--- src/sxb_pkg.sv ---
// Shared types, constants and helpers for the sprite XOR blitter.
// No dependencies; every other file imports this package.
package sxb_pkg;

    localparam int LINE_W          = 64;
    localparam int DIGIT_W         = 8;
    localparam int DIGITS          = LINE_W / DIGIT_W;
    localparam int DIG_IDX_W       = $clog2(DIGITS);
    localparam int STEP_W          = DIG_IDX_W + 1;
    localparam int SCREEN_LINES    = 32;
    localparam int LINE_IDX_W      = $clog2(SCREEN_LINES);
    localparam int MAX_SPRITE_ROWS = 16;
    localparam int ADDR_W          = LINE_IDX_W + DIG_IDX_W;
    localparam int MEM_DEPTH       = SCREEN_LINES * DIGITS;

    // Start line is masked to 0..31, start column to 0..63.
    localparam int Y_MASK_W        = 5;
    localparam int X_MASK_W        = 6;
    localparam int DRAW_LINE_W     = Y_MASK_W + 1;
    localparam int CMP_W           = 9;
    localparam int WIN_W           = 2 * DIGIT_W;

    localparam logic [1:0] CMD_DRAW  = 2'd0;
    localparam logic [1:0] CMD_CLEAR = 2'd1;
    localparam logic [1:0] CMD_READ  = 2'd2;

    typedef struct packed {
        logic [1:0] cmd;
        logic [7:0] x_coord;
        logic [7:0] y_coord;
        logic [3:0] row_offset;
        logic [7:0] sprite_row;
        logic       last_row;
    } sxb_req_t;

    typedef struct packed {
        logic              collision;
        logic [LINE_W-1:0] line_pixels;
    } sxb_rsp_t;

    // Frame memory control from the sequencer.
    typedef struct packed {
        logic                  rd_en;
        logic [ADDR_W-1:0]     rd_addr;
        logic                  wr_en;
        logic [ADDR_W-1:0]     wr_addr;
        logic [DIGIT_W-1:0]    wr_data;
        logic                  clr_all;
        logic                  set_valid;
        logic [LINE_IDX_W-1:0] set_line;
    } sxb_mem_ctl_t;

    // Leftmost sprite pixel (MSB) goes to the lowest column.
    function automatic logic [7:0] mirror_byte(input logic [7:0] b);
        logic [7:0] r;
        for (int i = 0; i < 8; i++) begin
            r[7 - i] = b[i];
        end
        return r;
    endfunction

endpackage

--- src/sxb_frame_mem.sv ---
// Framebuffer store: one byte per entry, eight entries per line, per-line valid bits.
// Depends on sxb_pkg.
module sxb_frame_mem (
    input  logic                          clk,
    input  logic                          rst_n,
    input  sxb_pkg::sxb_mem_ctl_t         ctl,
    output logic [sxb_pkg::DIGIT_W-1:0]   rd_data
);
    import sxb_pkg::*;

    logic [DIGIT_W-1:0]      mem [MEM_DEPTH];
    logic [DIGIT_W-1:0]      rd_data_reg;
    logic                    rd_ok_reg;
    logic [SCREEN_LINES-1:0] valid_reg;
    logic [SCREEN_LINES-1:0] valid_next;

    always_ff @(posedge clk) begin
        if (ctl.wr_en) begin
            mem[ctl.wr_addr] <= ctl.wr_data;
        end
        if (ctl.rd_en) begin
            rd_data_reg <= mem[ctl.rd_addr];
        end
    end

    // Unwritten lines read as blank.
    always_comb begin
        valid_next = valid_reg;
        if (ctl.clr_all) begin
            valid_next = '0;
        end else if (ctl.set_valid) begin
            valid_next[ctl.set_line] = 1'b1;
        end
    end

    always_ff @(posedge clk or negedge rst_n) begin
        if (!rst_n) begin
            valid_reg <= '0;
            rd_ok_reg <= 1'b0;
        end else begin
            valid_reg <= valid_next;
            if (ctl.rd_en) begin
                rd_ok_reg <= valid_reg[ctl.rd_addr[ADDR_W-1:DIG_IDX_W]];
            end
        end
    end

    assign rd_data = rd_ok_reg ? rd_data_reg : '0;

endmodule

--- src/sxb_digit_path.sv ---
// Byte-serial XOR datapath: sprite mask window, per-byte XOR and hit, line shifter.
// Depends on sxb_pkg.
module sxb_digit_path (
    input  logic                            clk,
    input  logic                            load,
    input  logic [sxb_pkg::WIN_W-1:0]       win_in,
    input  logic [sxb_pkg::DIG_IDX_W-1:0]   xd_in,
    input  logic                            step,
    input  logic [sxb_pkg::DIG_IDX_W-1:0]   dig_idx,
    input  logic [sxb_pkg::DIGIT_W-1:0]     rd_data,
    output logic [sxb_pkg::DIGIT_W-1:0]     wr_data,
    output logic                            dig_hit,
    output logic [sxb_pkg::LINE_W-1:0]      line_pixels
);
    import sxb_pkg::*;

    logic [WIN_W-1:0]     win_reg;
    logic [DIG_IDX_W-1:0] xd_reg;
    logic [LINE_W-1:0]    line_reg;
    logic [DIGIT_W-1:0]   mask_dig;
    logic [DIG_IDX_W:0]   dig_ext;
    logic [DIG_IDX_W:0]   xd_ext;

    assign dig_ext = {1'b0, dig_idx};
    assign xd_ext  = {1'b0, xd_reg};

    // Window spans at most two bytes; upper byte past the last column drops out.
    always_comb begin
        mask_dig = '0;
        if (dig_ext == xd_ext) begin
            mask_dig = win_reg[DIGIT_W-1:0];
        end else if (dig_ext == xd_ext + 1'b1) begin
            mask_dig = win_reg[WIN_W-1:DIGIT_W];
        end
    end

    assign wr_data = rd_data ^ mask_dig;
    assign dig_hit = |(rd_data & mask_dig);

    always_ff @(posedge clk) begin
        if (load) begin
            win_reg <= win_in;
            xd_reg  <= xd_in;
        end
        if (step) begin
            line_reg <= {rd_data, line_reg[LINE_W-1:DIGIT_W]};
        end
    end

    assign line_pixels = line_reg;

endmodule

--- src/sprite_xor_blitter_unit.sv ---
// Sprite XOR blitter: 64-pixel-wide framebuffer, byte-serial draw and line read.
// Draw and in-range read walk the line's eight bytes through the one-read, one-write byte memory;
// clear, clipped draw, out-of-range read and unused cmd go straight to the response stage.
// A new request is taken only once the last one's result is in the response register.
// Reset (rst_n low, async): screen blank via line valid bits, hit flag 0, no response.
// Depends on sxb_pkg, sxb_frame_mem, sxb_digit_path.
module sprite_xor_blitter_unit (
    input  logic              clk,
    input  logic              rst_n,
    input  logic              req_valid,
    output logic              req_stall,
    input  sxb_pkg::sxb_req_t req,
    output logic              rsp_valid,
    input  logic              rsp_stall,
    output sxb_pkg::sxb_rsp_t rsp
);
    import sxb_pkg::*;

    localparam logic [1:0] ST_IDLE = 2'd0;
    localparam logic [1:0] ST_RUN  = 2'd1;
    localparam logic [1:0] ST_FIN  = 2'd2;

    logic [1:0]            state_reg, state_next;
    logic [STEP_W-1:0]     step_reg, step_next;
    logic [LINE_IDX_W-1:0] line_reg, line_next;
    logic                  is_draw_reg, is_draw_next;
    logic                  is_read_reg, is_read_next;
    logic                  hit_reg, hit_next;
    logic                  out_vld_reg, out_vld_next;
    sxb_rsp_t              out_reg;

    logic                  req_acc;
    logic                  out_load;
    logic                  proc;
    logic [DRAW_LINE_W-1:0] draw_line;
    logic                  draw_ok;
    logic                  read_ok;
    logic                  row_ok;

    sxb_mem_ctl_t          mem_ctl;
    logic [DIGIT_W-1:0]    rd_data;
    logic [DIGIT_W-1:0]    wr_data;
    logic                  dig_hit;
    logic [LINE_W-1:0]     line_pixels;
    logic [DIG_IDX_W-1:0]  proc_idx;

    assign req_stall = (state_reg != ST_IDLE);
    assign req_acc   = req_valid && !req_stall;

    // Target line of a draw row; clipped when past the last screen line.
    assign draw_line = DRAW_LINE_W'(req.y_coord[Y_MASK_W-1:0]) + DRAW_LINE_W'(req.row_offset);
    assign row_ok    = CMP_W'(req.row_offset) < CMP_W'(MAX_SPRITE_ROWS);
    assign draw_ok   = CMP_W'(draw_line) < CMP_W'(SCREEN_LINES);
    assign read_ok   = CMP_W'(req.y_coord) < CMP_W'(SCREEN_LINES);

    // Step k reads byte k; byte k-1 is XORed and written back in the same cycle.
    assign proc     = (state_reg == ST_RUN) && (step_reg != '0);
    assign proc_idx = DIG_IDX_W'(step_reg - 1'b1);

    // Response register frees the request side while a result waits.
    assign out_load = (state_reg == ST_FIN) && (!out_vld_reg || !rsp_stall);

    always_comb begin
        state_next   = state_reg;
        step_next    = step_reg;
        line_next    = line_reg;
        is_draw_next = is_draw_reg;
        is_read_next = is_read_reg;
        hit_next     = hit_reg;
        out_vld_next = out_vld_reg;

        mem_ctl           = '0;
        mem_ctl.rd_addr   = {line_reg, step_reg[DIG_IDX_W-1:0]};
        mem_ctl.wr_addr   = {line_reg, proc_idx};
        mem_ctl.wr_data   = wr_data;
        mem_ctl.set_line  = line_reg;

        if (out_vld_reg && !rsp_stall) begin
            out_vld_next = 1'b0;
        end

        unique case (state_reg)
            ST_IDLE:
            begin
                if (req_acc) begin
                    step_next    = '0;
                    is_draw_next = 1'b0;
                    is_read_next = 1'b0;
                    state_next   = ST_FIN;
                    unique case (req.cmd)
                        CMD_DRAW:
                        begin
                            if (row_ok) begin
                                if (req.row_offset == '0) begin
                                    hit_next = 1'b0;
                                end
                                if (draw_ok) begin
                                    line_next    = draw_line[LINE_IDX_W-1:0];
                                    is_draw_next = 1'b1;
                                    state_next   = ST_RUN;
                                end
                            end
                        end
                        CMD_CLEAR:
                        begin
                            mem_ctl.clr_all = 1'b1;
                        end
                        CMD_READ:
                        begin
                            if (read_ok) begin
                                line_next    = req.y_coord[LINE_IDX_W-1:0];
                                is_read_next = 1'b1;
                                state_next   = ST_RUN;
                            end
                        end
                        default:
                        begin
                            state_next = ST_FIN;
                        end
                    endcase
                end
            end
            ST_RUN:
            begin
                mem_ctl.rd_en = (step_reg < STEP_W'(DIGITS));
                mem_ctl.wr_en = proc && is_draw_reg;
                if (proc && is_draw_reg && dig_hit) begin
                    hit_next = 1'b1;
                end
                step_next = step_reg + 1'b1;
                if (step_reg == STEP_W'(DIGITS)) begin
                    mem_ctl.set_valid = is_draw_reg;
                    state_next        = ST_FIN;
                end
            end
            ST_FIN:
            begin
                if (out_load) begin
                    out_vld_next = 1'b1;
                    state_next   = ST_IDLE;
                end
            end
            default:
            begin
                state_next = ST_IDLE;
            end
        endcase
    end

    always_ff @(posedge clk or negedge rst_n) begin
        if (!rst_n) begin
            state_reg   <= ST_IDLE;
            step_reg    <= '0;
            line_reg    <= '0;
            is_draw_reg <= 1'b0;
            is_read_reg <= 1'b0;
            hit_reg     <= 1'b0;
            out_vld_reg <= 1'b0;
        end else begin
            state_reg   <= state_next;
            step_reg    <= step_next;
            line_reg    <= line_next;
            is_draw_reg <= is_draw_next;
            is_read_reg <= is_read_next;
            hit_reg     <= hit_next;
            out_vld_reg <= out_vld_next;
        end
    end

    // Payload: collision is the flag after this request; pixels only for a read.
    always_ff @(posedge clk) begin
        if (out_load) begin
            out_reg.collision   <= hit_reg;
            out_reg.line_pixels <= is_read_reg ? line_pixels : '0;
        end
    end

    assign rsp_valid = out_vld_reg;
    assign rsp       = out_reg;

    sxb_frame_mem u_mem (
        .clk     (clk),
        .rst_n   (rst_n),
        .ctl     (mem_ctl),
        .rd_data (rd_data)
    );

    sxb_digit_path u_path (
        .clk         (clk),
        .load        (req_acc),
        .win_in      (WIN_W'(mirror_byte(req.sprite_row)) << req.x_coord[DIG_IDX_W-1:0]),
        .xd_in       (req.x_coord[X_MASK_W-1:DIG_IDX_W]),
        .step        (proc),
        .dig_idx     (proc_idx),
        .rd_data     (rd_data),
        .wr_data     (wr_data),
        .dig_hit     (dig_hit),
        .line_pixels (line_pixels)
    );

endmodule

--- config.mk ---
export PLATFORM = sky130hd
export DESIGN_NAME = sprite_xor_blitter_unit
export DESIGN_NICKNAME = d
export VERILOG_FILES = /design/src/sxb_pkg.sv /design/src/sxb_frame_mem.sv /design/src/sxb_digit_path.sv /design/src/sprite_xor_blitter_unit.sv
export SDC_FILE = /design/constraint.sdc
export NUM_CORES = 2
export LEC_CHECK = 0
export BUFFER_PORTS_ARGS = -buffer_cell sky130_fd_sc_hd__buf_4
export CORE_MARGIN = 1
export CORE_UTILIZATION = 60
export DETAILED_ROUTE_END_ITERATION = 10
export PLACE_DENSITY = 0.76
export SETUP_SLACK_MARGIN = 0.1
export SLEW_MARGIN = 20
export SYNTH_ARGS = -nofsm -noshare
export SYNTH_HDL_FRONTEND = slang
export SYNTH_SLANG_ARGS = --single-unit
--- constraint.sdc ---
create_clock -name clk -period 22.8 [get_ports clk]
set_input_delay 3.42 -clock clk [delete_from_list [all_inputs] [get_ports clk]]
set_output_delay 3.42 -clock clk [all_outputs]
set_load 0.01 [all_outputs]
# ---- Yosys cells after proc, flatten, opt, wreduce, memory -nomap -nowiden
# Memory sizes are Yosys's and may differ from the RTL's. A register that Yosys moved wholly into a read port is not among the register bits.
# Index checks and enable logic that the tools add are counted.
dict set report totals {
  reg_bits 196
  ramBits 2048
  inputBits 35
  out_inout_bits 67
  elab_cells 110
  memories 1
}
# memory depth word_bits rd rd_clocked_by_memory_dff wr line_no
set mem_list {}
lappend mem_list {u_mem.mem 256 8 1 1 1 sxb_frame_mem.sv:11} ;# logic [DIGIT_W-1:0] mem [MEM_DEPTH];
dict set report classes {
  add_sub_neg 4
  order_cmp 5
  eq_ne 15
  n_shift 1
  n_mux 42
  bitwise 3
  n_reduce_logical 25
}
# operator n
set ops {}
lappend ops {{32-bit 2-to-1 mux} 2}
lappend ops {{32-bit OR} 1}
lappend ops {{8-bit 2-to-1 mux} 3}
lappend ops {{1-bit 2-to-1 mux} 22}
lappend ops {{8-bit by 3-bit left shift with 16-bit output} 1}
lappend ops {{2-bit 2-to-1 mux} 5}
lappend ops {{5-bit 2-to-1 mux} 2}
lappend ops {{2-bit inequality test (second input constant)} 5}
lappend ops {{5-bit one-hot mux with 2 select lines} 1}
lappend ops {{5-bit AND reduction} 2}
lappend ops {{8-bit AND} 1}
lappend ops {{8-bit by 6-bit less-than comparator with 1-bit output (second input constant)} 1}
lappend ops {{4-bit one-hot mux with 2 select lines} 1}
lappend ops {{2-bit nonzero test} 4}
lappend ops {{8-bit OR reduction} 1}
lappend ops {{8-bit bitwise XOR} 1}
lappend ops {{1-bit logical AND} 7}
lappend ops {{5-bit by 4-bit adder with 6-bit output} 1}
lappend ops {{5-bit by 6-bit less-than comparator with 1-bit output (second input constant)} 1}
lappend ops {{6-bit less-than comparator (second input constant)} 1}
lappend ops {{2-bit by 1-bit inequality test with 1-bit output (second input constant)} 3}
lappend ops {{2-bit one-hot mux with 3 select lines} 1}
lappend ops {{1-bit binary-select mux with 5-bit select} 1}
lappend ops {{1-bit demux with 5-bit select} 1}
lappend ops {{other kinds (20)} 26}

# ---- Longest topological paths before layout
dict set report logic_depth {
  depth_word 9
  mapped_depth 18
  depth_no_buf 12
}

# ---- Cells and area by module
# Synthesis repeated with hierarchy kept, for this count alone.
dict set report unflattened {
  hier_cells 4309
  hier_area_um2 87795.5
}
# mod instances cells_each area_each_um2 seq_area_each_um2
set by_module_without_submodules {}
lappend by_module_without_submodules {sxb_frame_mem 1 3905 81333.0 62565.0}
lappend by_module_without_submodules {sprite_xor_blitter_unit 1 290 3664.8 2327.2}
lappend by_module_without_submodules {sxb_digit_path 1 114 2797.7 2492.4}

# ---- Worst setup path after synthesis
# OpenSTA, ideal clock, no wires.
dict set report synth_timing {
  kind {register -> register}
  from {reg step_reg[0]}
  to {mem u_mem.mem[160][0], enable pin}
  setup_ns 0.370
  t_arrival_ns 6.986
  required_time_ns 22.430
  path_slack_ns 15.444
  stages_incl_launch_ff 15
  path_buffers 7
  synth_period_minus_slack_ns 7.356
  cell_sequence {dfrtp_1 buf_6 buf_6 buf_4 buf_4 buf_4 buf_4 inv_1 ha_1 a31oi_1 nand2_1 nor2_1 nand2_1 clkbuf_1 nor2_1}
}
dict set report synth_between {
  elab_chain_len 6
  elab_cells_between_ends 7
  cone_classes {1 x add/sub; 3 x mux; 3 x reduce/logical}
}
# item line_no
set synth_lines {}
lappend synth_lines {{start: declaration} sprite_xor_blitter_unit.sv:24} ;# logic [STEP_W-1:0] step_reg, step_next;
lappend synth_lines {{start signal: assignment} sprite_xor_blitter_unit.sv:161} ;# step_reg <= step_next;
lappend synth_lines {{4-bit nonzero test} sprite_xor_blitter_unit.sv:57} ;# assign proc = (state_reg == ST_RUN) && (step_reg != '0);
lappend synth_lines {{1-bit logical AND} sprite_xor_blitter_unit.sv:57}
lappend synth_lines {{named net proc} sprite_xor_blitter_unit.sv:34} ;# logic proc;
lappend synth_lines {{1-bit logical AND} sprite_xor_blitter_unit.sv:126} ;# mem_ctl.wr_en = proc && is_draw_reg;
lappend synth_lines {{1-bit 2-to-1 mux} sprite_xor_blitter_unit.sv:82} ;# unique case (state_reg)
lappend synth_lines {{1-bit 2-to-1 mux} sxb_frame_mem.sv:18} ;# if (ctl.wr_en) begin
lappend synth_lines {{1-bit 2-to-1 mux (not written as such)} sxb_frame_mem.sv:19} ;# mem[ctl.wr_addr] <= ctl.wr_data;
lappend synth_lines {{end: declaration} sxb_frame_mem.sv:11}
# The timed path passes the listed nets, and every way through them passes these cells.

# ---- Worst setup path after layout
dict set report layout_timing {
  from {reg step_reg[0]}
  to {reg u_mem.rd_data_reg[2] (read register of u_mem.mem), data pin}
}
dict set report layout_between {
  elab_chain_len 2
}
# item line_no
set layout_lines {}
lappend layout_lines {{4-bit less-than comparator} sprite_xor_blitter_unit.sv:125} ;# mem_ctl.rd_en = (step_reg < STEP_W'(DIGITS));
lappend layout_lines {{1-bit 2-to-1 mux} sprite_xor_blitter_unit.sv:82}
lappend layout_lines {{end: declaration} sxb_frame_mem.sv:12} ;# logic [DIGIT_W-1:0] rd_data_reg;
# Parallel ways exist; a longest one is shown, timed or not.
# A chain may end at the register's enable or synchronous reset.

==> metrics.cfg <==
[clock_network]
path_clk_slew_ns = 0.07
cts_setup_buffers = 0
cts_buffers = 210
root_buffer = clkbuf_16
cts_tree = yes
clkLatencyLatePin_ns = 0.84
htreeDepth = 4
cts_sinks = 2251
max-clock-path-buffers = 3
cts-resized-gates = 0
postCtsHoldBufs = 0

[drt]
drt-initial-drc-count = 6083
drc = 0
wirelength_um = 211000
drt_pass1_iterations = 9
postRouteAntennaNets = 0
wl_per_cell_um = 30.8
avgViaCountPerCell = 6.68
num_vias = 45800

[pwr]
total_power_mw = 13.1
p_sw_share_pct = 33.2
clockPowerShare_pct = 25.8
seq_power_share_pct = 44.9
max-vdd-ir-drop_uv = 162
p_int_mw = 8.77
p_switching_mw = 4.37
power_density_nw_per_um2 = 135
pwr-share-comb_pct = 29.3
leakage_nw = 31.4

[placed_design]
detailed_place.area_um2 = 90900
place_inst = 6472
port_buffers = 98
place_congestion = 0.894
dpl_worst_slack_ns = 16.05
hpwl_um = 123000

[floorplan]
initial_utilization_pct = 60.6
rows = 140
die_w_um = 386
core-area_um2 = 146000
die-area_um2 = 149000
io_pins = 102
die_y_um = 386

[synth]
synth_seq_cells = 2251
syn-num-nets = 4698
synth_top_cell_by_area = edfxtp_1
syn_inst = 4643
async_flop_share_pct = 2.13
synthTopCellsByArea = edfxtp_1 75%, mux4_2 9.5%, mux2i_1 4.0%, nor2_1 1.7%, dfrtp_1 1.4%
synth_top_cell_area_share_pct = 74.8
yosysWarnings = 0
yosysSeqAreaShare_pct = 76.2
syn_area_per_cell_um2 = 19.0
synth.distinct_cells = 58
synth_edf_count = 2203
netlist_area_um2 = 88400
ys.flop_type = edfxtp_1

[global_route]
antenna_found_initial = 3
gr-usage-all-layers_pct = 28.7
grt_max_degree = 113
overflow = 0
first_global_vias = 44900
grt_pass1_wl_um = 305000

[finish]
largest-register = u_mem.mem
largest_reg_flops = 2048
final_common_cell = edfxtp_1
area_delta_synth_final_pct = 10.3
layout-drive-gt1-share_pct = 18.5
layout.nets = 4823
fin_area_um2 = 97600
finish.utilization_pct = 66.9
fin_cells = 6856
final_cell_mix = 2203 x edfxtp_1, 393 x nor2_1, 374 x mux4_2

[critical_path]
worstPathArrival_ns = 7.28
critPathKind = flop to flop
path_max_fanout = 111
crit_required_ns = 23.30
start_kind = flop
end_kind = flop

[flow_run]
drv_cap = 0

[worst_hold_path]
hold_class = flop to flop

[sta]
grt_setup_unrepaired = false
fin_tns_setup_ns = 0
slew_violations = 0
max-slew-margin-rel_pct = 23.0
hold_slack_ns = 0.441
setup_ws_ns = 16.01
setup_viol = 0
finalCritPeriodShare_pct = 29.8
fin_skew_ns = 0.0323
max_freq_ghz = 0.147
finalHoldViolCount = 0
worstMarginPinSlew_ns = 1.15
min_period_ns = 6.79

[status]
status = complete, no violations

## final cells by class
class,instances,area (um2)
sequential,2251,67400
fill,9149,48400
multi-input combinational,2104,19600
clock buffer,269,5640
tap,1917,2400
timing repair buffer,188,1490
clock inverter,112,981
inverter,13,56.3
antenna,2,5.00
## worst paths after layout
path                                        startpoint                endpoint  slack, ns  cells after the start
worst max-delay path                       step_reg[0]    u_mem.rd_data_reg[2]      16.01                     11
worst min-delay path            u_path.line_pixels[63]  u_path.line_pixels[55]       0.44                      0
worst max register to register             step_reg[0]    u_mem.rd_data_reg[2]      16.01                     11
worst min register to register  u_path.line_pixels[63]  u_path.line_pixels[55]       0.44                      0
max in group asynchronous                        rst_n             step_reg[2]      19.65                      1
min in group asynchronous                        rst_n             line_reg[0]       2.60                      1
## synthesized netlist by cell type (all sizes together), types with 6 or more instances
master / number
or4: 7
mux2i: 354
and2: 83
mux2: 46
and3: 6
buf: 170
nand4: 13
nor3: 23
mux4: 374
edfxtp: 2203
inv: 13
dfrtp: 48
a221oi: 6
a32oi: 8
a31oi: 6
xnor2: 7
nor2: 396
a22oi: 74
o21ai: 101
o22ai: 84
ha: 19
a22o: 33
o31ai: 6
o211ai: 8
a211oi: 12
nand2b: 14
nand2: 203
o2111ai: 7
a21oi: 127
nor2b: 14
clkbuf: 105
nand3: 39
a311oi: 7
## power groups by stage
stage | combinational (mW) | clock (mW) | sequential [mW]
after floorplan | 2.20 | 0 | 6.21
after global placement | 3.66 | 0 | 5.98
after CTS | 3.79 | 3.41 | 5.90
after detailed placement | 3.77 | 0 | 5.99
final | 3.85 | 3.38 | 5.90
after global routing | 4.01 | 3.57 | 5.91
## cell families after synthesis
group                    after synthesis  share of synthesized area (%)
AO/OA/AOI/OAI                        496                           3.55
flip-flops                          2251                           76.2
multiplexers                         774                           14.1
AND/OR/NAND/NOR                      806                           3.94
buffers and inverters                288                           1.85
XOR/XNOR                               8                         0.0792
adder cells (fa/ha/maj)               20                          0.291
## layer usage
| metal | wire, um | vias to the layer above | track usage [%] |
|---|---|---|---|
| met3 | 25100 | 504 | 6.82 |
| met1 | 78700 | 23500 | 40.6 |
| li1 | - | 18900 | - |
| met5 | 20 | - | 0 |
| met2 | 97700 | 2959 | 43.0 |
| met4 | 9930 | 2 | 12.6 |
## critical path, cell delays in order (launching register included)
cell and delay (ns):
dfrtp_4 0.76, buf_12 0.64, buf_4 0.81, buf_12 0.58, buf_4 0.80, mux4_2 0.63
mux2i_1 0.16, o22ai_1 0.19, o21ai_0 0.69, o21ai_0 0.20, a211oi_1 0.49, nand4_1 0.31
Note: power is estimated with default switching activity, not from simulation.
